[src/hw/rtl/s2x_pkg.sv]
// Shared constants, codes and inter-module structs of the Scale2x upscaler.
`timescale 1ns / 1ps
package s2x_pkg;

  localparam int MAX_WIDTH  = 1024;
  localparam int PIXEL_BITS = 32;
  localparam int COL_BITS   = $clog2(MAX_WIDTH);
  localparam int CFG_BITS   = 11;

  localparam logic [CFG_BITS-1:0] WIDTH_RESET = CFG_BITS'(320);

  localparam logic OP_PIXEL = 1'b0;
  localparam logic OP_DRAIN = 1'b1;

  // controls of one line store for one cycle
  typedef struct packed {
    logic                  we;
    logic [COL_BITS-1:0]   waddr;
    logic [PIXEL_BITS-1:0] wdata;
    logic                  re;
    logic [COL_BITS-1:0]   raddr0;
    logic [COL_BITS-1:0]   raddr1;
  } s2x_ram_ctl_t;

  // item handed from the controller to the kernel stage
  typedef struct packed {
    logic                  valid;
    logic [COL_BITS-1:0]   col;
    logic                  last;
    logic                  drain;
    logic [PIXEL_BITS-1:0] pixel;
    logic                  top_row;
    logic                  sel;
    logic [PIXEL_BITS-1:0] d_hold;
  } s2x_issue_t;

  // status of the kernel's read stage, seen by the controller
  typedef struct packed {
    logic                  busy;
    logic                  adv;
    logic [COL_BITS-1:0]   col;
    logic [PIXEL_BITS-1:0] e;
  } s2x_stage_t;

endpackage

[src/hw/rtl/s2x_ctrl.sv]
// Frame/row sequencing, width register, line store addressing and left-neighbor tracking.
`timescale 1ns / 1ps
module s2x_ctrl import s2x_pkg::*; (
  input  logic                  clk,
  input  logic                  rst_n,
  input  logic                  cfg_valid,
  output logic                  cfg_ready,
  input  logic [CFG_BITS-1:0]   cfg_data,
  input  logic                  in_valid,
  output logic                  in_ready,
  input  logic                  in_op,
  input  logic [PIXEL_BITS-1:0] in_pixel,
  input  logic [PIXEL_BITS-1:0] ram0_rd0,
  input  logic [PIXEL_BITS-1:0] ram1_rd0,
  input  s2x_stage_t            stage,
  output s2x_issue_t            issue,
  output s2x_ram_ctl_t [1:0]    ram_ctl
);

  typedef enum logic [1:0] {
    ST_RUN = 2'b01,
    ST_CAP = 2'b10
  } s2x_state_t;

  s2x_state_t            st_r, st_nxt;
  logic [CFG_BITS-1:0]   width_r, width_nxt;
  logic [COL_BITS-1:0]   count_r, count_nxt;
  logic                  sel_r, sel_nxt;
  logic                  filling_r, filling_nxt;
  logic                  top_r, top_nxt;
  logic [PIXEL_BITS-1:0] d_hold_r, d_hold_nxt;
  logic [COL_BITS-1:0]   d_col_r, d_col_nxt;
  logic                  d_ok_r, d_ok_nxt;
  logic [COL_BITS-1:0]   pre_col_r, pre_col_nxt;

  logic [CFG_BITS-1:0] wdec;
  logic [COL_BITS-1:0] wm1;
  logic [COL_BITS-1:0] col;
  logic [COL_BITS-1:0] col_m1;
  logic [COL_BITS-1:0] col_p1;
  logic                last;
  logic                is_drain;
  logic                eff_ok;
  logic [COL_BITS-1:0] eff_col;
  logic                need_pre;
  logic                s1_free;
  logic                accept;
  logic                pre_go;
  logic                is_centre;

  assign cfg_ready = 1'b1;

  // width in use, saturated to 1..MAX_WIDTH, as last column index
  always_comb begin
    wdec = width_r - CFG_BITS'(1);
    if (width_r == '0) begin
      wm1 = '0;
    end else if (width_r > CFG_BITS'(MAX_WIDTH)) begin
      wm1 = COL_BITS'(MAX_WIDTH - 1);
    end else begin
      wm1 = wdec[COL_BITS-1:0];
    end
  end

  assign col      = (count_r > wm1) ? wm1 : count_r;
  assign col_m1   = col - COL_BITS'(1);
  assign col_p1   = col + COL_BITS'(1);
  assign last     = (col == wm1);
  assign is_drain = (in_op == OP_DRAIN);

  // the word in the read stage is the newest left-neighbor candidate
  assign eff_ok  = stage.busy ? 1'b1 : d_ok_r;
  assign eff_col = stage.busy ? stage.col : d_col_r;

  // left neighbor not at hand (row restart after a width change): fetch it first
  assign need_pre = in_valid && !filling_r && (col != '0) &&
                    !(eff_ok && (eff_col == col_m1));
  assign s1_free  = !stage.busy || stage.adv;
  assign in_ready = (st_r == ST_RUN) && !need_pre && s1_free;
  assign accept   = in_valid && in_ready;
  assign pre_go   = (st_r == ST_RUN) && need_pre && s1_free;

  always_comb begin
    issue.valid   = accept && !filling_r;
    issue.col     = col;
    issue.last    = last;
    issue.drain   = is_drain;
    issue.pixel   = in_pixel;
    issue.top_row = top_r;
    issue.sel     = sel_r;
    issue.d_hold  = d_hold_r;
  end

  // sel_r == 0: ram 0 holds the centre row, ram 1 the upper row
  always_comb begin
    for (int i = 0; i < 2; i++) begin
      is_centre = (sel_r == 1'(i));
      ram_ctl[i].waddr  = col;
      ram_ctl[i].wdata  = in_pixel;
      ram_ctl[i].we     = accept && !is_drain && (filling_r == is_centre);
      ram_ctl[i].re     = (accept && !filling_r) || (pre_go && is_centre);
      ram_ctl[i].raddr0 = (pre_go && is_centre) ? col_m1 : col;
      ram_ctl[i].raddr1 = col_p1;
    end
  end

  always_comb begin
    st_nxt      = st_r;
    width_nxt   = width_r;
    count_nxt   = count_r;
    sel_nxt     = sel_r;
    filling_nxt = filling_r;
    top_nxt     = top_r;
    d_hold_nxt  = d_hold_r;
    d_col_nxt   = d_col_r;
    d_ok_nxt    = d_ok_r;
    pre_col_nxt = pre_col_r;

    if (cfg_valid && cfg_ready) begin
      width_nxt = cfg_data;
    end

    unique case (st_r)
      ST_RUN: begin
        if (pre_go) begin
          st_nxt      = ST_CAP;
          pre_col_nxt = col_m1;
        end
      end
      ST_CAP: begin
        st_nxt = ST_RUN;
      end
      default: begin
        st_nxt = ST_RUN;
      end
    endcase

    priority if (accept && filling_r && !is_drain) begin
      d_ok_nxt = 1'b0;
    end else if (st_r == ST_CAP) begin
      d_hold_nxt = sel_r ? ram1_rd0 : ram0_rd0;
      d_col_nxt  = pre_col_r;
      d_ok_nxt   = 1'b1;
    end else if (stage.adv) begin
      d_hold_nxt = stage.e;
      d_col_nxt  = stage.col;
      d_ok_nxt   = 1'b1;
    end else begin
      d_ok_nxt = d_ok_r;
    end

    if (accept) begin
      priority if (is_drain && filling_r) begin
        count_nxt = count_r;
      end else if (is_drain) begin
        if (last) begin
          count_nxt   = '0;
          filling_nxt = 1'b1;
          top_nxt     = 1'b1;
        end else begin
          count_nxt = col_p1;
        end
      end else if (filling_r) begin
        if (last) begin
          count_nxt   = '0;
          filling_nxt = 1'b0;
        end else begin
          count_nxt = col_p1;
        end
      end else begin
        if (last) begin
          count_nxt = '0;
          sel_nxt   = ~sel_r;
          top_nxt   = 1'b0;
        end else begin
          count_nxt = col_p1;
        end
      end
    end
  end

  always_ff @(posedge clk) begin
    if (!rst_n) begin
      st_r      <= ST_RUN;
      width_r   <= WIDTH_RESET;
      count_r   <= '0;
      sel_r     <= 1'b0;
      filling_r <= 1'b1;
      top_r     <= 1'b1;
      d_ok_r    <= 1'b0;
    end else begin
      st_r      <= st_nxt;
      width_r   <= width_nxt;
      count_r   <= count_nxt;
      sel_r     <= sel_nxt;
      filling_r <= filling_nxt;
      top_r     <= top_nxt;
      d_ok_r    <= d_ok_nxt;
    end
  end

  always_ff @(posedge clk) begin
    d_hold_r  <= d_hold_nxt;
    d_col_r   <= d_col_nxt;
    pre_col_r <= pre_col_nxt;
  end

endmodule

[config.mk]
export PLATFORM = sky130hd
export DESIGN_NAME = s2x_ctrl
export DESIGN_NICKNAME = d
export VERILOG_FILES = /design/src/hw/rtl/s2x_pkg.sv /design/src/hw/rtl/s2x_ctrl.sv
export SDC_FILE = /design/constraint.sdc
export NUM_CORES = 1
export LEC_CHECK = 0
export ABC_CLOCK_PERIOD_IN_PS = 9700
export BUFFER_PORTS_ARGS = -buffer_cell sky130_fd_sc_hd__buf_2
export CAP_MARGIN = 0
export CELL_PAD_IN_SITES_DETAIL_PLACEMENT = 1
export CELL_PAD_IN_SITES_GLOBAL_PLACEMENT = 1
export CORE_ASPECT_RATIO = 1.5
export CORE_MARGIN = 2
export CORE_UTILIZATION = 32
export CTS_CLUSTER_SIZE = 24
export DETAILED_ROUTE_END_ITERATION = 7
export PLACE_DENSITY_LB_ADDON = 0.1
export SYNTH_ARGS = -nofsm -noshare
export SYNTH_HDL_FRONTEND = slang
export SYNTH_SLANG_ARGS = --single-unit
[constraint.sdc]
create_clock -name clk -period 9.7 [get_ports clk]
set_clock_uncertainty 0.1 [all_clocks]
set_input_delay 1.94 -clock clk [delete_from_list [all_inputs] [get_ports clk]]
set_output_delay 1.94 -clock clk [all_outputs]
set_load 0.1 [all_outputs]
======== After elaboration in Yosys (flattened, before gate mapping) ========
Index checks and enable logic that the tools add are counted.
W data, S select, Z words.
storage, ports and cells
  input port bits ......................... 156
  logic and storage cells ................. 88
  bits in registers ....................... 79
operators by class
  add/subtract/negate cells ............... 3
  mux-type cells .......................... 22
  $lt $le $gt $ge ......................... 2
  reductions and logical operators ........ 37
  equality and inequality tests ........... 8
  bitwise logic cells ..................... 6
operators by type and width
  operator                 number
  $mux W32                 3
  $mux W10                 9
  $eq A10 B10 Y1           2
  $sub A10 B1 Y10 const B  2
  $logic_and A1 B1 Y1      18
  $gt A11 B11 Y1 const B   1
  $logic_not A11 Y1        1
  $add A10 B1 Y10 const B  1
  $gt A10 B10 Y1           1
  $mux W1                  10
  $reduce_bool A10 Y1      1
  $reduce_and A2 Y1        4
  $not A1 Y1               6
  $logic_not A1 Y1         5
  $reduce_and A5 Y1        1
  $reduce_and A4 Y1        1
  $logic_or A1 B1 Y1       3
  $reduce_and A3 Y1        1
  $eq A1 B1 Y1             2
  $eq A2 B1 Y1 const B     1
  $eq A2 B2 Y1 const B     1
  $ne A2 B1 Y1 const B     1
  $ne A2 B2 Y1 const B     1
  $reduce_bool A2 Y1       1
  $reduce_or A2 Y1         1

======== Longest topological paths before layout ========
  depth after elaboration ................. 18
  gate-level depth with buffers ........... 30
  depth with buffers taken out ............ 25

======== Worst setup path after synthesis ========
OpenSTA, ideal clock, no wires.
  path kind ............................... reg-to-output
  start point ............................. register width_r[0]
  end point ............................... output ram_ctl[77] (netlist name)
  cell stages (with the launch flop) ...... 29
  path buffers ............................ 6
  path slack .............................. -127 ps
  arrival ................................. 7787 ps
  cell sequence ........................... dfxtp_1 -> inv_1 -> ha_1 -> or4b_4 -> buf_6 -> or3_1 -> o22ai_1 -> a22oi_1 -> inv_1 -> ha_1 -> nand2_1 -> nor3_1 -> a2111oi_0 -> a311oi_2 -> buf_4 -> buf_1 -> o21ai_1 -> ha_1 -> clkbuf_1 -> xor2_1 -> nand2_1 -> o21ai_0 -> nand3_1 -> nor4b_1 -> a31o_1 -> buf_6 -> buf_6 -> nor3_1 -> xnor2_1
RTL lines
  what                    RTL line         source
  start, declared         s2x_ctrl.sv:26   logic [CFG_BITS-1:0] width_r, width_nxt;
  start signal, assigned  s2x_ctrl.sv:193  width_r <= width_nxt;
  end, declared           s2x_ctrl.sv:17   output s2x_ram_ctl_t [1:0] ram_ctl

==> run_summary.xml <==
<?xml version="1.0" encoding="UTF-8"?>
<metrics>
  <group name="yosys">
    <metric name="synth_area_leaders" unit="">sky130_fd_sc_hd__edfxtp_1 23%, sky130_fd_sc_hd__buf_4 15%, sky130_fd_sc_hd__mux2i_1 9.4%</metric>
    <metric name="ys_types" unit="">69</metric>
    <metric name="postSynthRegisterBits" unit="">79</metric>
    <metric name="synth_area_per_cell" unit="sq um">8.97</metric>
    <metric name="syn-num-nets" unit="">918</metric>
    <metric name="synth_top_flop_cell" unit="">sky130_fd_sc_hd__edfxtp_1</metric>
    <metric name="synth_enable_flop_cells" unit="">52</metric>
    <metric name="post-synth-top-area-cell" unit="">sky130_fd_sc_hd__edfxtp_1</metric>
    <metric name="synth-async-reset-ratio" unit="%">0</metric>
    <metric name="yosysWarnings" unit="">0</metric>
    <metric name="sequential_fraction_of_the_synthesis_area" unit="%">31.4</metric>
    <metric name="synth_instances" unit="">747</metric>
    <metric name="synth_area" unit="sq um">6700</metric>
    <metric name="post-synth-top-area-fraction" unit="%">23.3</metric>
  </group>
  <group name="drt">
    <metric name="finalWirelength" unit="um">21700</metric>
    <metric name="detailedRoute.firstPassIterationCount" unit="">4</metric>
    <metric name="drt_drc_violations_left" unit="">0</metric>
    <metric name="routed_via_density" unit="">4.99</metric>
    <metric name="final_antenna_net_count" unit="">0</metric>
    <metric name="routed_wire_length_per_instance" unit="um">19.6</metric>
    <metric name="vias" unit="">5516</metric>
    <metric name="drc_marker_count_from_the_first_detailed_route_iteration" unit="">236</metric>
  </group>
  <group name="critical_path">
    <metric name="critical_path.top_delay_family" unit="">compound AO/OA/AOI/OAI gates</metric>
    <metric name="critical_path.endpoint_type" unit="">output pin</metric>
    <metric name="worst_setup_path_start_kind" unit="">flip-flop</metric>
    <metric name="setup.worst_path.class" unit="">flip-flop to output pin</metric>
    <metric name="slowest_stage" unit="">sky130_fd_sc_hd__mux2i_4</metric>
    <metric name="path_common_cell" unit="">sky130_fd_sc_hd__ha_1</metric>
    <metric name="crit_chain" unit="">inv_1 &gt; ha_1 &gt; or3b_4 &gt; o311a_1 &gt; a311o_2 &gt; ha_1 &gt; nand2_1 &gt; nor3_1 &gt; a2111oi_1 &gt; a311oi_4 &gt; mux2i_4 &gt; ha_1 &gt; inv_1 &gt; or3_1 &gt; xnor2_1 &gt; mux2i_1 &gt; xnor2_1 &gt; and3_1 &gt; a31o_1 &gt; buf_4 &gt; nor3_1 &gt; xnor2_2 &gt; buf_12</metric>
    <metric name="arrival" unit="ns">7.08</metric>
    <metric name="crit_required" unit="ns">7.66</metric>
    <metric name="crit_path_max_incr_delay" unit="ns">0.49</metric>
    <metric name="timing.critical_path.buf_inv" unit="">4</metric>
    <metric name="critical_path.max_fanout" unit="">17</metric>
  </group>
  <group name="sta">
    <metric name="rsz_0062_raised_after_global_routing" unit="">no</metric>
    <metric name="finalSetupViolCount" unit="">0</metric>
    <metric name="fmax" unit="MHz">110</metric>
    <metric name="report.final.slew_viol_count" unit="">0</metric>
    <metric name="totalNegativeSetupSlack" unit="ns">0</metric>
    <metric name="slew_headroom" unit="%">25.5</metric>
    <metric name="post-route-period-util" unit="%">94.0</metric>
    <metric name="worst_max_slew_pin_slew" unit="ns">1.12</metric>
    <metric name="final_worst_setup_slack" unit="ns">0.581</metric>
    <metric name="finalHoldViolations" unit="">0</metric>
    <metric name="min_period" unit="ns">9.12</metric>
  </group>
  <group name="cells_and_area">
    <metric name="post_route_cells_drive_above_1_share" unit="%">38.1</metric>
    <metric name="n_fill_cell" unit="">2489</metric>
    <metric name="fin_nets" unit="">1006</metric>
    <metric name="final-seq-area" unit="sq um">2100</metric>
    <metric name="finish.utilization" unit="%">38.8</metric>
    <metric name="layout-area-overhead-vs-synth" unit="%">18.6</metric>
    <metric name="multiInputGateArea" unit="sq um">3430</metric>
  </group>
  <group name="global_route">
    <metric name="grt_antenna_before_repair" unit="">2</metric>
    <metric name="number_of_global_route_vias_before_repair" unit="">5904</metric>
    <metric name="gr_usage_total" unit="%">19.7</metric>
    <metric name="grt_first_pass_wirelength" unit="um">33300</metric>
    <metric name="overflow" unit="">0</metric>
    <metric name="grt_start_max_net_pins" unit="">75</metric>
  </group>
  <group name="floorplanning">
    <metric name="area_enclosed_by_the_die_boundary" unit="sq um">22100</metric>
    <metric name="boundaryPins" unit="">365</metric>
    <metric name="num_rows" unit="">64</metric>
    <metric name="die_w" unit="um">122</metric>
    <metric name="core" unit="sq um">20500</metric>
    <metric name="die_h" unit="um">181</metric>
    <metric name="initial_utilization" unit="%">32.7</metric>
  </group>
  <group name="clock_network">
    <metric name="cts_made_buffers" unit="">9</metric>
    <metric name="cts-root-buf" unit="">sky130_fd_sc_hd__clkbuf_16</metric>
    <metric name="cts_tree" unit="">built</metric>
    <metric name="largest_buffer_count_on_any_clock_path" unit="">2</metric>
    <metric name="htreeDepth" unit="">3</metric>
    <metric name="numClockSinks" unit="">79</metric>
    <metric name="clock_insertion_delay_worst_skew" unit="ns">0.35</metric>
    <metric name="cts.clk_slew.worst_paths" unit="ns">0.06</metric>
  </group>
  <group name="power">
    <metric name="vdd_drop_max" unit="mV">0.0728</metric>
    <metric name="power.density_cell_area" unit="nW/um^2">125</metric>
    <metric name="leakagePower" unit="uW">0.00355</metric>
  </group>
  <group name="status">
    <metric name="run_status" unit="">completed</metric>
  </group>
  <group name="placed_design">
    <metric name="routabilityCongestion" unit="">0.847</metric>
    <metric name="number_of_buffers_added_on_ports" unit="">235</metric>
    <metric name="post-dp-hpwl" unit="um">17500</metric>
    <metric name="placement.setup.worst_slack" unit="ns">0.566</metric>
  </group>
  <group name="hold_path">
    <metric name="hp-class" unit="">flip-flop to flip-flop</metric>
  </group>
  <group name="run">
    <metric name="drv_cap" unit="">0</metric>
  </group>
</metrics>
metrics by stage:
step	total power (uW)	std cells	hold WS (ns)	area, sq um
after detailed placement	655	1086	0.378	7630
after global routing	1030	1104	0.421	7950
after global placement	653	1086	0.367	7630
after CTS	1010	1102	0.394	7920
after floorplan	770	747	0.337	6820
final	994	1105	0.376	7950
cells by family after synthesis:
group / after synthesis / share of synthesized area (%)
adder cells (fa/ha/maj): 17 / 3.12
AND/OR/NAND/NOR: 218 / 16.8
XOR/XNOR: 61 / 8.18
other: 1 / 0.0559
multiplexers: 73 / 12.0
AO/OA/AOI/OAI: 91 / 8.68
flip-flops: 79 / 31.4
buffers and inverters: 207 / 19.8
report_power, final:
part           switching (uW)  internal [uW]
combinational             184           77.5
sequential               10.3            375
clock                     147            200
metal layers:
| layer | vias up | GRT usage [%] | routed length, um |
|---|---|---|---|
| li1 | 2616 | - | - |
| met1 | 2664 | 20.9 | 8220 |
| met2 | 194 | 35.5 | 11400 |
| met3 | 40 | 6.06 | 1360 |
| met4 | 2 | 8.05 | 675 |
| met5 | - | 0 | 13 |
cells in the mapped netlist, drive strengths merged, types with 2 or more instances:
| master | number |
|---|---|
| a2111oi | 2 |
| a211oi | 3 |
| a21o | 2 |
| a21oi | 8 |
| a31o | 2 |
| a41oi | 2 |
| and2 | 2 |
| and3 | 4 |
| and4 | 2 |
| buf | 149 |
| clkbuf | 20 |
| dfxtp | 27 |
| edfxtp | 52 |
| ha | 15 |
| inv | 38 |
| maj3 | 2 |
| mux2 | 5 |
| mux2i | 68 |
| nand2 | 94 |
| nand2b | 2 |
| nand3 | 13 |
| nand4 | 8 |
| nor2 | 33 |
| nor3 | 32 |
| nor4 | 12 |
| nor4b | 2 |
| o211ai | 5 |
| o21ai | 49 |
| o21bai | 2 |
| o31ai | 3 |
| or2 | 2 |
| or3 | 4 |
| or4 | 3 |
| xnor2 | 47 |
| xor2 | 13 |
cell type report:
type | instances | area share, %
flip-flops and latches | 79 | 26.5
well taps | 264 | 4.15
repair buffers | 246 | 20.7
multi-input cells | 461 | 43.1
clock buffers | 9 | 2.83
inverters | 38 | 1.79
diodes | 1 | 0.0315
clock inverters | 7 | 0.881
layout by cell type, fill, tap and decap left out, types with 3 or more instances in the layout:
master,count
sky130_fd_sc_hd__edfxtp_1,52
sky130_fd_sc_hd__xnor2_2,16
sky130_fd_sc_hd__or4_1,3
sky130_fd_sc_hd__a21oi_1,6
sky130_fd_sc_hd__buf_12,26
sky130_fd_sc_hd__inv_1,35
sky130_fd_sc_hd__nor4_2,6
sky130_fd_sc_hd__xnor2_1,31
sky130_fd_sc_hd__and3_1,4
sky130_fd_sc_hd__o211ai_1,5
sky130_fd_sc_hd__or3_1,4
sky130_fd_sc_hd__nor3_2,9
sky130_fd_sc_hd__nand2_1,94
sky130_fd_sc_hd__nor3_1,23
sky130_fd_sc_hd__nor4_1,5
sky130_fd_sc_hd__nor2_1,33
sky130_fd_sc_hd__o31ai_1,3
sky130_fd_sc_hd__mux2i_4,5
sky130_fd_sc_hd__inv_2,3
sky130_fd_sc_hd__dfxtp_1,26
sky130_fd_sc_hd__o21ai_0,38
sky130_fd_sc_hd__mux2i_1,63
sky130_fd_sc_hd__nand4_1,8
sky130_fd_sc_hd__a211oi_1,3
sky130_fd_sc_hd__nand3_1,12
sky130_fd_sc_hd__buf_2,209
sky130_fd_sc_hd__o21ai_1,10
sky130_fd_sc_hd__mux2_2,4
sky130_fd_sc_hd__xor2_1,13
sky130_fd_sc_hd__clkbuf_16,9
sky130_fd_sc_hd__ha_1,15
sky130_fd_sc_hd__buf_4,11
worst reg2reg max path: cells and delay by family, from the launching register on:
kind                       cells  cell delay, ns
and+or+nand+nor                6            2.13
AOI/OAI and AO/OA              5            1.69
DFF                            1            0.39
xor gates and xnor gates       2            0.24
muxes                          2            0.71
buffers and inverters          3            0.56
adders and majority gates      3            1.00
path summary, 6_finish.rpt:
check | startpoint | endpoint | slack (ns) | depth (start not counted)
min reg2reg | top_r | top_r | 0.38 | 1
max reg2reg | width_r[0] | pre_col_r[8] | 2.49 | 21
min | top_r | top_r | 0.38 | 1
max | width_r[0] | ram_ctl[79] | 0.58 | 23
state kept, by name, indices dropped and copies added, names as in the netlist:
signal	count
d_hold_r	32
d_ok_r	1
filling_r	1
d_col_r	10
st_r	2
top_r	1
count_r	10
pre_col_r	10
is_centre	1
width_r	11
timing repair:
action / CTS / global route
hold buffers: 0 / 0
endpoints found under the setup margin: 0 / 26
endpoints found under the hold margin: 0 / 0
buffers inserted: 0 / 2
gates resized for setup: 0 / 3
Note: power is estimated with default switching activity, not from simulation.
