## src/hw/rtl/s2x_pkg.sv

```systemverilog
// Shared constants, codes and inter-module structs of the Scale2x upscaler.
`timescale 1ns / 1ps
package s2x_pkg;

  localparam int MAX_WIDTH  = 1024;
  localparam int PIXEL_BITS = 32;
  localparam int COL_BITS   = $clog2(MAX_WIDTH);
  localparam int CFG_BITS   = 11;

  localparam logic [CFG_BITS-1:0] WIDTH_RESET = CFG_BITS'(320);

  localparam logic OP_PIXEL = 1'b0;
  localparam logic OP_DRAIN = 1'b1;

  // controls of one line store for one cycle
  typedef struct packed {
    logic                  we;
    logic [COL_BITS-1:0]   waddr;
    logic [PIXEL_BITS-1:0] wdata;
    logic                  re;
    logic [COL_BITS-1:0]   raddr0;
    logic [COL_BITS-1:0]   raddr1;
  } s2x_ram_ctl_t;

  // item handed from the controller to the kernel stage
  typedef struct packed {
    logic                  valid;
    logic [COL_BITS-1:0]   col;
    logic                  last;
    logic                  drain;
    logic [PIXEL_BITS-1:0] pixel;
    logic                  top_row;
    logic                  sel;
    logic [PIXEL_BITS-1:0] d_hold;
  } s2x_issue_t;

  // status of the kernel's read stage, seen by the controller
  typedef struct packed {
    logic                  busy;
    logic                  adv;
    logic [COL_BITS-1:0]   col;
    logic [PIXEL_BITS-1:0] e;
  } s2x_stage_t;

endpackage

```

## src/hw/rtl/s2x_kernel.sv

```systemverilog
// Read stage and Scale2x rule, followed by the output register.
`timescale 1ns / 1ps
module s2x_kernel import s2x_pkg::*; (
  input  logic                  clk,
  input  logic                  rst_n,
  input  s2x_issue_t            issue,
  output s2x_stage_t            stage,
  input  logic [PIXEL_BITS-1:0] ram0_rd0,
  input  logic [PIXEL_BITS-1:0] ram0_rd1,
  input  logic [PIXEL_BITS-1:0] ram1_rd0,
  input  logic [PIXEL_BITS-1:0] ram1_rd1,
  output logic                  out_valid,
  input  logic                  out_ready,
  output logic [PIXEL_BITS-1:0] out_top_left,
  output logic [PIXEL_BITS-1:0] out_top_right,
  output logic [PIXEL_BITS-1:0] out_bottom_left,
  output logic [PIXEL_BITS-1:0] out_bottom_right,
  output logic [COL_BITS-1:0]   out_centre_column,
  output logic                  out_row_end,
  output logic                  out_frame_end
);

  logic                  s1_valid_r, s1_valid_nxt;
  logic [COL_BITS-1:0]   s1_col_r;
  logic                  s1_last_r;
  logic                  s1_drain_r;
  logic [PIXEL_BITS-1:0] s1_pixel_r;
  logic                  s1_top_r;
  logic                  s1_sel_r;
  logic [PIXEL_BITS-1:0] s1_d_r;
  logic                  out_valid_r, out_valid_nxt;

  logic [PIXEL_BITS-1:0] e, b, d, f, h;
  logic [PIXEL_BITS-1:0] tl, tr, bl, br;
  logic                  adv;

  assign adv = s1_valid_r && (!out_valid_r || out_ready);

  always_comb begin
    stage.busy = s1_valid_r;
    stage.adv  = adv;
    stage.col  = s1_col_r;
    stage.e    = e;
  end

  // centre row sits in ram 0 unless the stores have swapped
  always_comb begin
    e = s1_sel_r ? ram1_rd0 : ram0_rd0;
    b = s1_top_r ? e : (s1_sel_r ? ram0_rd0 : ram1_rd0);
    d = (s1_col_r == '0) ? e : s1_d_r;
    f = s1_last_r ? e : (s1_sel_r ? ram1_rd1 : ram0_rd1);
    h = s1_drain_r ? e : s1_pixel_r;
    if ((b != h) && (d != f)) begin
      tl = (d == b) ? d : e;
      tr = (b == f) ? f : e;
      bl = (d == h) ? d : e;
      br = (h == f) ? f : e;
    end else begin
      tl = e;
      tr = e;
      bl = e;
      br = e;
    end
  end

  always_comb begin
    s1_valid_nxt = s1_valid_r;
    if (issue.valid) begin
      s1_valid_nxt = 1'b1;
    end else if (adv) begin
      s1_valid_nxt = 1'b0;
    end
    out_valid_nxt = out_valid_r;
    if (adv) begin
      out_valid_nxt = 1'b1;
    end else if (out_ready) begin
      out_valid_nxt = 1'b0;
    end
  end

  always_ff @(posedge clk) begin
    if (!rst_n) begin
      s1_valid_r  <= 1'b0;
      out_valid_r <= 1'b0;
    end else begin
      s1_valid_r  <= s1_valid_nxt;
      out_valid_r <= out_valid_nxt;
    end
  end

  always_ff @(posedge clk) begin
    if (issue.valid) begin
      s1_col_r   <= issue.col;
      s1_last_r  <= issue.last;
      s1_drain_r <= issue.drain;
      s1_pixel_r <= issue.pixel;
      s1_top_r   <= issue.top_row;
      s1_sel_r   <= issue.sel;
      // left neighbor: centre of the word now leaving, else the held one
      s1_d_r     <= s1_valid_r ? e : issue.d_hold;
    end
    if (adv) begin
      out_top_left      <= tl;
      out_top_right     <= tr;
      out_bottom_left   <= bl;
      out_bottom_right  <= br;
      out_centre_column <= s1_col_r;
      out_row_end       <= s1_last_r;
      out_frame_end     <= s1_last_r && s1_drain_r;
    end
  end

  assign out_valid = out_valid_r;

endmodule

```

## config.mk

```make
export PLATFORM = sky130hd
export DESIGN_NAME = s2x_kernel
export DESIGN_NICKNAME = d
export VERILOG_FILES = /design/src/hw/rtl/s2x_pkg.sv /design/src/hw/rtl/s2x_kernel.sv
export SDC_FILE = /design/constraint.sdc
export NUM_CORES = 1
export LEC_CHECK = 0
export BUFFER_PORTS_ARGS = -buffer_cell sky130_fd_sc_hd__clkbuf_2
export CAP_MARGIN = 20
export CELL_PAD_IN_SITES_DETAIL_PLACEMENT = 1
export CELL_PAD_IN_SITES_GLOBAL_PLACEMENT = 2
export CORE_UTILIZATION = 25
export DETAILED_ROUTE_END_ITERATION = 10
export GPL_TIMING_DRIVEN = 0
export PLACE_DENSITY = 0.57
export SKIP_LAST_GASP = 1
export SLEW_MARGIN = 20
export SYNTH_ARGS = -nofsm -noshare
export SYNTH_HDL_FRONTEND = slang
export SYNTH_SLANG_ARGS = --single-unit
```

## constraint.sdc

```tcl
create_clock -name clk -period 9.3 [get_ports clk]
set_input_delay 0.465 -clock clk [delete_from_list [all_inputs] [get_ports clk]]
set_output_delay 0.465 -clock clk [all_outputs]
set_load 0.01 [all_outputs]
```

Word level (Yosys, flattened, before mapping) --
Cells that the tools add are included.
Word-level totals: register bits after elaboration 220, latch bits 0, bits in writable memories 0, memory bits (read-only) 0, input port bits 210, output and inout port bits 185, logic and storage cells 50, memories kept 0
Cells by class: add/subtract/negate cells 0, multiply operators 0, divide/modulo/power cells 0, order comparisons 0, equality and inequality tests 6, shifts and indexed selects 0, mux-type cells 20, bitwise gates (word level) 0, reduce and logical (&&, ||, !) cells 8
Operator list (number):
- 32-bit 2-to-1 mux | 16
- 32-bit equality test | 4
- 32-bit inequality test | 2
- 10-bit logical NOT | 1
- 1-bit 2-to-1 mux | 4
- 2-bit nonzero test | 2
- 1-bit logical AND | 3
- 1-bit logical NOT | 1
- 1-bit logical OR | 1

Logic depth before layout (Yosys ltp) --
Gate-level depths: netlist of the first run.
depth in word-level cells 5, depth in mapped cells 14, mapped depth without buffers 10

Worst setup path after synthesis of the first run --
No wires, ideal clock.
path type register -> output, start register s1_valid_r, end output stage[42] (netlist bit), data arrival time 7918 ps, setup slack 917 ps, stages on the path, launching flop included 5, path buffers 3, path through dfxtp_1 > clkbuf_1 > clkbuf_1 > nor2b_1 > buf_4
Between the ends: cells in the longest elaborated chain, start to end 1
Ends and longest elaborated chain:
- from (decl) | RTL line s2x_kernel.sv:23 | logic s1_valid_r, s1_valid_nxt;
- from (signal assigned) | RTL line s2x_kernel.sv:86 | s1_valid_r <= s1_valid_nxt;
- 1-bit logical AND | RTL line s2x_kernel.sv:37 | assign adv = s1_valid_r && (!out_valid_r || out_ready);
- to (decl) | RTL line s2x_kernel.sv:7 | output s2x_stage_t stage,
Every way passes these cells.

Final worst setup path of the first run --
start register s1_sel_r, end register out_bottom_left[6], data pin
Between the ends: cells in the longest elaborated chain, start to end 5
Ends and longest elaborated chain:
- from (decl) | RTL line s2x_kernel.sv:29 | logic s1_sel_r;
- from (signal assigned) | RTL line s2x_kernel.sv:98 | s1_sel_r <= issue.sel;
- 32-bit 2-to-1 mux (on tied branches) | RTL line s2x_kernel.sv:48, s2x_kernel.sv:49, s2x_kernel.sv:51
- 32-bit 2-to-1 mux (on tied branches)
- 32-bit equality test / 32-bit inequality test (equally long branches) | RTL line s2x_kernel.sv:56, s2x_kernel.sv:53
- 32-bit 2-to-1 mux / 1-bit logical AND (equally long branches) | RTL line s2x_kernel.sv:56, s2x_kernel.sv:53
- 32-bit 2-to-1 mux * | RTL line s2x_kernel.sv:53 | if ((b != h) && (d != f)) begin
- named net bl[6] | RTL line s2x_kernel.sv:34 | logic [PIXEL_BITS-1:0] tl, tr, bl, br;
- to (signal assigned) | RTL line s2x_kernel.sv:105 | out_bottom_left <= bl;
- to (decl) | RTL line s2x_kernel.sv:16 | output logic [PIXEL_BITS-1:0] out_bottom_left,
Mark *: on every way through the listed nets, which the timed path passes. The rest lies on a longest branch. A chain may end at the register's enable or synchronous reset.

==> key figures, run 1 <==
Synthesis
  • FF+latch count, synth: 220
  • Post-synth cell types: 64
  • Syn Inst Count: 1220
  • Synthesized area: 0.0150 sq mm
  • Main combinational cell family by area after synthesis: multiplexers
  • Asr flop ratio synth: 0%
  • Mapped Avg Cell Area: 12.3 sq um
  • Top cell type's share of synthesized area: 43.7%
  • Number of synthesized flops with an enable pin: 218
  • Mux share of post-synthesis cell area: 25.1%
  • Synth Area in Simple Gates: 6.60%
  • Top FF cell, synth: edfxtp_1
  • Yosys warning total: 0
  • Syn_nets: 1430
  • Area leader, netlist: edfxtp_1
  • Adder-cell share of the synthesized area: 0%
  • Sequential share of the synthesized area: 44.0%
  • XOR/XNOR Fraction of Synth Area: 15.3%
  • Synth top area cells: edfxtp_1 (44%), xnor2_1 (11%), mux2i_1 (8.5%)
  • Synth Area in Compound Gates: 5.66%

Final layout
  • Most frequent cells in the layout: clkbuf_2 (393), edfxtp_1 (218), xnor2_1 (190)
  • Area occupied by registers: 0.00659 sq mm
  • Fin nets: 1856
  • Multi-input gate area: 0.00789 sq mm
  • Filler instances: 6553
  • Share of post-route cells with drive strength above 1: 38.7%
  • Area grow syn2layout: 26.7%
  • Antenna Cells: 0
  • Commonest non-fill, non-tap cell in the layout: clkbuf_2

STA
  • Highest clock rate: 166 MHz
  • Final period utilization: 64.6%
  • Least-Margin Pin Slew: 0.999 ns
  • Fin. Hold Viols: 0
  • # setup viols final: 0
  • Final Critical Period: 6.01 ns
  • Worst slew margin: 31.5%
  • Final Max Slew Viols: 0
  • TNS Setup: 0 ns
  • RSZ-0062 raised after global routing: no
  • Worst Setup Slack, final: 3.29 ns
  • Final Skew: 0.0172 ns

Run status
  • Outcome: finished, violations left
  • Failing checks: design-rule violations

Global routing
  • First-pass GRT wire length: 108 mm
  • GRT Resource Usage Total: 26.1%
  • Total congestion overflow: 0
  • Largest net degree at the start of global routing: 45
  • Initial antenna violation count: 4
  • Number of global-route vias before repair: 12600

Power
  • Total power density per cell area: 174 mW/mm^2
  • Tot Pwr: 3.30 mW
  • Net Switching: 1.11 mW
  • Comb power frac: 29.5%
  • P_int: 2.18 mW
  • Sequential share of power: 37.2%
  • Pleak: 7.17 nW
  • Switching part of the total: 33.8%
  • VDD IR-drop max: 0.119 mV
  • Clock share of power: 33.3%

Clock tree
  • Clock root buffer: clkbuf_16
  • Clk sink count: 220
  • CTS H-tree depth: 1
  • Clock Tree Buf Depth: 3
  • Post-CTS Setup Repair Bufs: 0
  • Cts hold-fix bufs: 0
  • Post-CTS sizing: 0
  • Worst-path clk slew: 0.06 ns
  • Clock latency on the worst-skew pair: 0.56 ns
  • CTS tree: yes
  • Num CTS Buffers: 27

Die
  • Ports: 395
  • Die span in y: 247 um
  • Cell Rows: 89
  • Initial Util: 25.3%
  • Die ar.: 0.0609 sq mm
  • Placeable core area: 0.0591 sq mm
  • Width of the die: 247 um

Route
  • First-pass DRT Iterations: 8
  • ANT nets after route: 0
  • Via count: 12400
  • DRC viols: 40
  • DR WL/cell: 33.3 um
  • Drt total wl: 81.3 mm
  • Vias per Instance: 5.10
  • Initial drt markers: 765

Worst hold path
  • Worst min path class: in -> reg

Placement
  • Post-DP HPWL: 64.8 mm
  • Port Buffers: 390
  • GPL Wtd Cong: 0.972
  • Place WS: 3.43 ns

Setup path
  • Critical-path cell list: buf_4, mux2i_2, o22ai_1, a211oi_1, nand4_1, a2111oi_0, o311ai_1, or4b_4, nor3_4, buf_6, mux2_1
  • Critical Path Slowest Stage Cell: mux2i_2
  • Crit path kind: reg -> reg
  • Critical path data arrival time: 6.30 ns
  • Crit-path max cell delay: 0.89 ns
  • Worst Path Required: 9.59 ns
  • Crit. End Element: flop
  • Startpoint Class: flop
  • Crit path max fanout: 10

Run
  • MaxCap Viol Count: 0
sequential cells by signal (all words and copies together) (netlist names):
signal	cells
out_top_left	32
s1_sel_r	1
s1_d_r	32
s1_pixel_r	32
s1_drain_r	1
out_bottom_left	32
out_row_end	1
s1_valid_r	1
out_bottom_right	32
s1_top_r	1
out_valid	1
s1_last_r	1
s1_col_r	10
out_frame_end	1
out_centre_column	10
out_top_right	32
final cells by class:
| class | count | area share (%) |
|---|---|---|
| Buffer | 79 | 2.23 |
| Clock buffer | 31 | 3.64 |
| Clock inverter | 17 | 1.08 |
| Inverter | 27 | 0.534 |
| Multi-Input combinational cell | 894 | 41.5 |
| Sequential cell | 220 | 34.7 |
| Tap cell | 773 | 5.09 |
| Timing Repair Buffer | 397 | 11.2 |
critical path, delay by kind of cell (launching register included):
family                 cells  cell delay, ns
AOI/OAI and AO/OA          4            1.88
and+or+nand+nor            3            1.63
muxes                      2            1.27
buffers and inverters      2            0.59
DFF                        1            0.36
power by group through the flow:
stage / logic [mW] / registers [mW] / clock network, mW
final: 0.971 / 1.23 / 1.10
after global routing: 1.01 / 1.23 / 1.16
after CTS: 0.966 / 1.23 / 1.13
after detailed placement: 0.961 / 1.25 / 0
after global placement: 0.949 / 1.26 / 0
after floorplan: 0.495 / 1.25 / 0
cells in the mapped netlist (2+ instances only):
| master | instances |
|---|---|
| a2111oi_0 | 2 |
| a211oi_1 | 4 |
| a21oi_1 | 61 |
| a221oi_1 | 5 |
| a22oi_1 | 4 |
| a311o_1 | 2 |
| a31oi_1 | 8 |
| buf_1 | 9 |
| buf_2 | 25 |
| buf_4 | 12 |
| buf_6 | 6 |
| clkbuf_1 | 26 |
| dfxtp_1 | 2 |
| edfxtp_1 | 218 |
| inv_1 | 20 |
| inv_2 | 6 |
| mux2_1 | 35 |
| mux2_2 | 109 |
| mux2i_1 | 127 |
| mux2i_2 | 7 |
| mux2i_4 | 4 |
| mux4_2 | 30 |
| nand2_1 | 19 |
| nand3_1 | 10 |
| nand3b_1 | 2 |
| nand4_1 | 23 |
| nor2_1 | 44 |
| nor2b_1 | 11 |
| nor3_1 | 25 |
| nor3b_1 | 2 |
| nor4_1 | 36 |
| o21a_1 | 2 |
| o21ai_0 | 18 |
| o221ai_1 | 2 |
| o22ai_1 | 7 |
| o311ai_0 | 3 |
| o311ai_1 | 2 |
| o31ai_1 | 2 |
| o41ai_1 | 3 |
| or3_1 | 4 |
| xnor2_1 | 190 |
| xor2_1 | 71 |
per-stage QoR:
step           std cells  hold slack (ns)  util (%)  area [sq um]
6_report            2438           0.0749      32.1         19000
5_1_grt             2438           0.0615      32.1         19000
4_1_cts             2438           0.0440      32.1         19000
3_5_place_dp        2390            0.440      30.6         18100
3_3_place_gp        2383            0.439      30.3         17900
2_1_floorplan       1220            0.424         -         15000
worst paths after layout:
check	slack (ns)	to	cells past startpoint	startpoint
worst max-delay path	3.29	out_bottom_left[6]$_DFFE_PP_	11	s1_sel_r$_DFFE_PP_
worst min-delay path	0.07	s1_pixel_r[1]$_DFFE_PP_	1	issue[35]
worst max register to register	3.29	out_bottom_left[6]$_DFFE_PP_	11	s1_sel_r$_DFFE_PP_
worst min register to register	0.45	out_row_end$_DFFE_PP_	0	s1_last_r$_DFFE_PP_
logic make-up after synthesis:
logic type	after synthesis
DFF	220
muxes	312
buffers and inverters	106
xor gates and xnor gates	261
and+or+nand+nor	185
AOI/OAI and AO/OA	136
metal layers:
metal	track usage [%]	vias to the layer above	wire, um	share of wire [%]
li1	-	5448	-	-
met1	34.3	6484	35600	44
met2	45.3	417	40100	49
met3	3.46	81	3890	4.8
met4	5.85	4	1720	2.1
met5	0	-	33	0.041
No activity file was read; power rests on OpenSTA's default activity.
==> run 2: changes to the inputs <==
==> constraint.sdc (replaced) <==
create_clock -name clk -period 5.54 [get_ports clk]
set_input_delay 0.277 -clock clk [delete_from_list [all_inputs] [get_ports clk]]
set_output_delay 0.277 -clock clk [all_outputs]
set_load 0.01 [all_outputs]
==> run 2 against run 1 <==
Effect of this change:
- highest routed layer unchanged
- sequential power up 67%
- utilization up 0.88 points
- critical endpoint is now out_bottom_left[4]$_DFFE_PP_
- final cell count grew 1.9%
- critical path depth is the same
- largest power group unchanged
- sequential share of layout area is 0.92 points lower
- worst hold slack got worse by 0.043 ns
- maximum frequency rose by 8.8%
- die area unchanged
- wire length increased by 0.37%
- clock skew is 0.0020 ns lower
- cell area is 2.7% higher
- the run still ends with design-rule violations left
==> key figures, run 2 (synthesized netlist as in run 1, its figures left out) <==
Run status
  • Outcome: finished, violations left
  • Failing checks: design-rule violations

Placement
  • Post-DP HPWL: 65.4 mm
  • GPL Wtd Cong: 0.972
  • Port Buffers: 390

STA
  • Fin. Hold Viols: 0
  • Least-Margin Pin Slew: 1.13 ns
  • Final Max Slew Viols: 0
  • RSZ-0062 raised after global routing: no
  • Worst slew margin: 24.8%
  • Final Critical Period: 5.53 ns
  • Highest clock rate: 181 MHz
  • Final Skew: 0.0152 ns
  • TNS Setup: 0 ns
  • # setup viols final: 0
  • Final period utilization: 99.8%

Power
  • VDD IR-drop max: 0.205 mV
  • Pleak: 7.37 nW
  • Total power density per cell area: 282 mW/mm^2

Clock tree
  • Clock root buffer: clkbuf_16
  • Num CTS Buffers: 27
  • Post-CTS Setup Repair Bufs: 0
  • CTS tree: yes
  • CTS H-tree depth: 1
  • Worst-path clk slew: 0.06 ns
  • Clock Tree Buf Depth: 3
  • Clk sink count: 220
  • Clock latency on the worst-skew pair: 0.56 ns

Final layout
  • Final core occ: 33.0%
  • Share of post-route cells with drive strength above 1: 38.1%
  • Fin nets: 1903
  • Antenna Cells: 0
  • Commonest non-fill, non-tap cell in the layout: clkbuf_2
  • Area grow syn2layout: 30.1%
  • Most frequent cells in the layout: clkbuf_2 (394), edfxtp_1 (218), xnor2_1 (190)
  • Filler instances: 6575

Die
  • Ports: 395
  • Die span in y: 247 um
  • Cell Rows: 89
  • Placeable core area: 0.0591 sq mm
  • Width of the die: 247 um
  • Initial Util: 25.3%
  • Die ar.: 0.0609 sq mm

Route
  • ANT nets after route: 0
  • Via count: 12500
  • First-pass DRT Iterations: 9
  • Vias per Instance: 5.03
  • Initial drt markers: 876
  • DR WL/cell: 32.8 um
  • Drt total wl: 81.6 mm
  • DRC viols: 42

Setup path
  • Reg2Reg Depth: 11
  • End of the critical path: out_bottom_left[4]$_DFFE_PP_
  • Crit path kind: reg -> reg
  • Crit. End Element: flop
  • Reg2Reg Capture Point: out_bottom_left[4]$_DFFE_PP_
  • Crit path max fanout: 10
  • Worst Path Required: 5.83 ns
  • Critical path data arrival time: 5.82 ns
  • Startpoint Class: flop
  • Crit path launch: s1_drain_r$_DFFE_PP_
  • Worst reg2reg startpoint: s1_drain_r$_DFFE_PP_
  • FF-to-FF setup slack: 0.01 ns

Global routing
  • Number of global-route vias before repair: 12900
  • GRT Resource Usage Total: 26.3%
  • Largest net degree at the start of global routing: 44
  • Total congestion overflow: 0
  • First-pass GRT wire length: 108 mm
  • Initial antenna violation count: 2

Run
  • MaxCap Viol Count: 0

Worst hold path
  • Worst min path class: in -> reg
## run 2: cell types whose count changed in the layout (fill, tap and decap cells not counted), sizes merged
cell / change
dlygate4sd3: +47
bufinv: -2
clkbuf: +2
clkdlybuf4s15: +2
clkinv: -2
buf: -1
clkinvlp: +1
## run 2: layout make-up
cell class | instances | area [sq um] | area share (%)
multi-input combinational | 894 | 7920 | 40.6
sequential | 220 | 6590 | 33.8
timing repair buffer | 445 | 2640 | 13.5
tap | 773 | 967 | 4.96
clock buffer | 34 | 702 | 3.60
buffer | 78 | 440 | 2.26
clock inverter | 14 | 150 | 0.770
inverter | 27 | 101 | 0.520
## run 2: how the worst min path moves through the flow
stage	from	end	cells after the start
detailed placement	s1_last_r$_DFFE_PP_	out_row_end$_DFFE_PP_	0
finish	issue[10]	s1_d_r[10]$_DFFE_PP_	2
CTS	issue[10]	s1_d_r[10]$_DFFE_PP_	2
global placement	s1_last_r$_DFFE_PP_	out_row_end$_DFFE_PP_	0
global route	issue[21]	s1_d_r[21]$_DFFE_PP_	2
floorplan	issue[68]	s1_col_r[0]$_DFFE_PP_	0
## run 2: report_power, final
group | switching, mW | internal [mW]
Sequential | 0.0924 | 1.97
Clock | 0.728 | 1.03
Combinational | 1.07 | 0.608
Total | 1.89 | 3.61
## run 2: stage by stage
stage	setup slack [ns]	cells	instance area [sq um]	total power, mW	hold WS [ns]
2_1_floorplan	0.148	1220	15000	2.92	0.376
3_3_place_gp	-3.29	2383	17900	3.70	0.439
3_5_place_dp	-0.411	2391	18100	3.72	0.443
4_1_cts	0.00147	2485	19500	5.54	0.00375
5_1_grt	0.00184	2485	19500	5.67	0.0194
6_report	0.0126	2485	19500	5.49	0.0322
## run 2: critical path, stage by stage, from the launching register on
cell             delay [ns]
edfxtp_1               0.49
buf_2                  0.39
buf_2                  0.52
clkdlybuf4s15_1        0.88
a21oi_1                0.44
a32oi_1                0.29
nand3_1                0.09
o21ai_0                0.40
or4b_4                 0.54
nor3_4                 0.54
buf_6                  0.26
mux2_1                 0.38
## run 2: per-layer routing
metal | global-route usage (%) | vias up | share of wire, %
li1 | - | 5552 | -
met1 | 34.6 | 6418 | 44
met2 | 44.6 | 442 | 48
met3 | 3.90 | 90 | 5.2
met4 | 7.44 | 2 | 2.9
met5 | 0 | - | 0.016
## run 2: what timing repair did
action                     CTS  global route
setup endpoints to repair  114           101
hold endpoints to repair    48             0
gates resized for setup      9             9
hold buffers                47             0
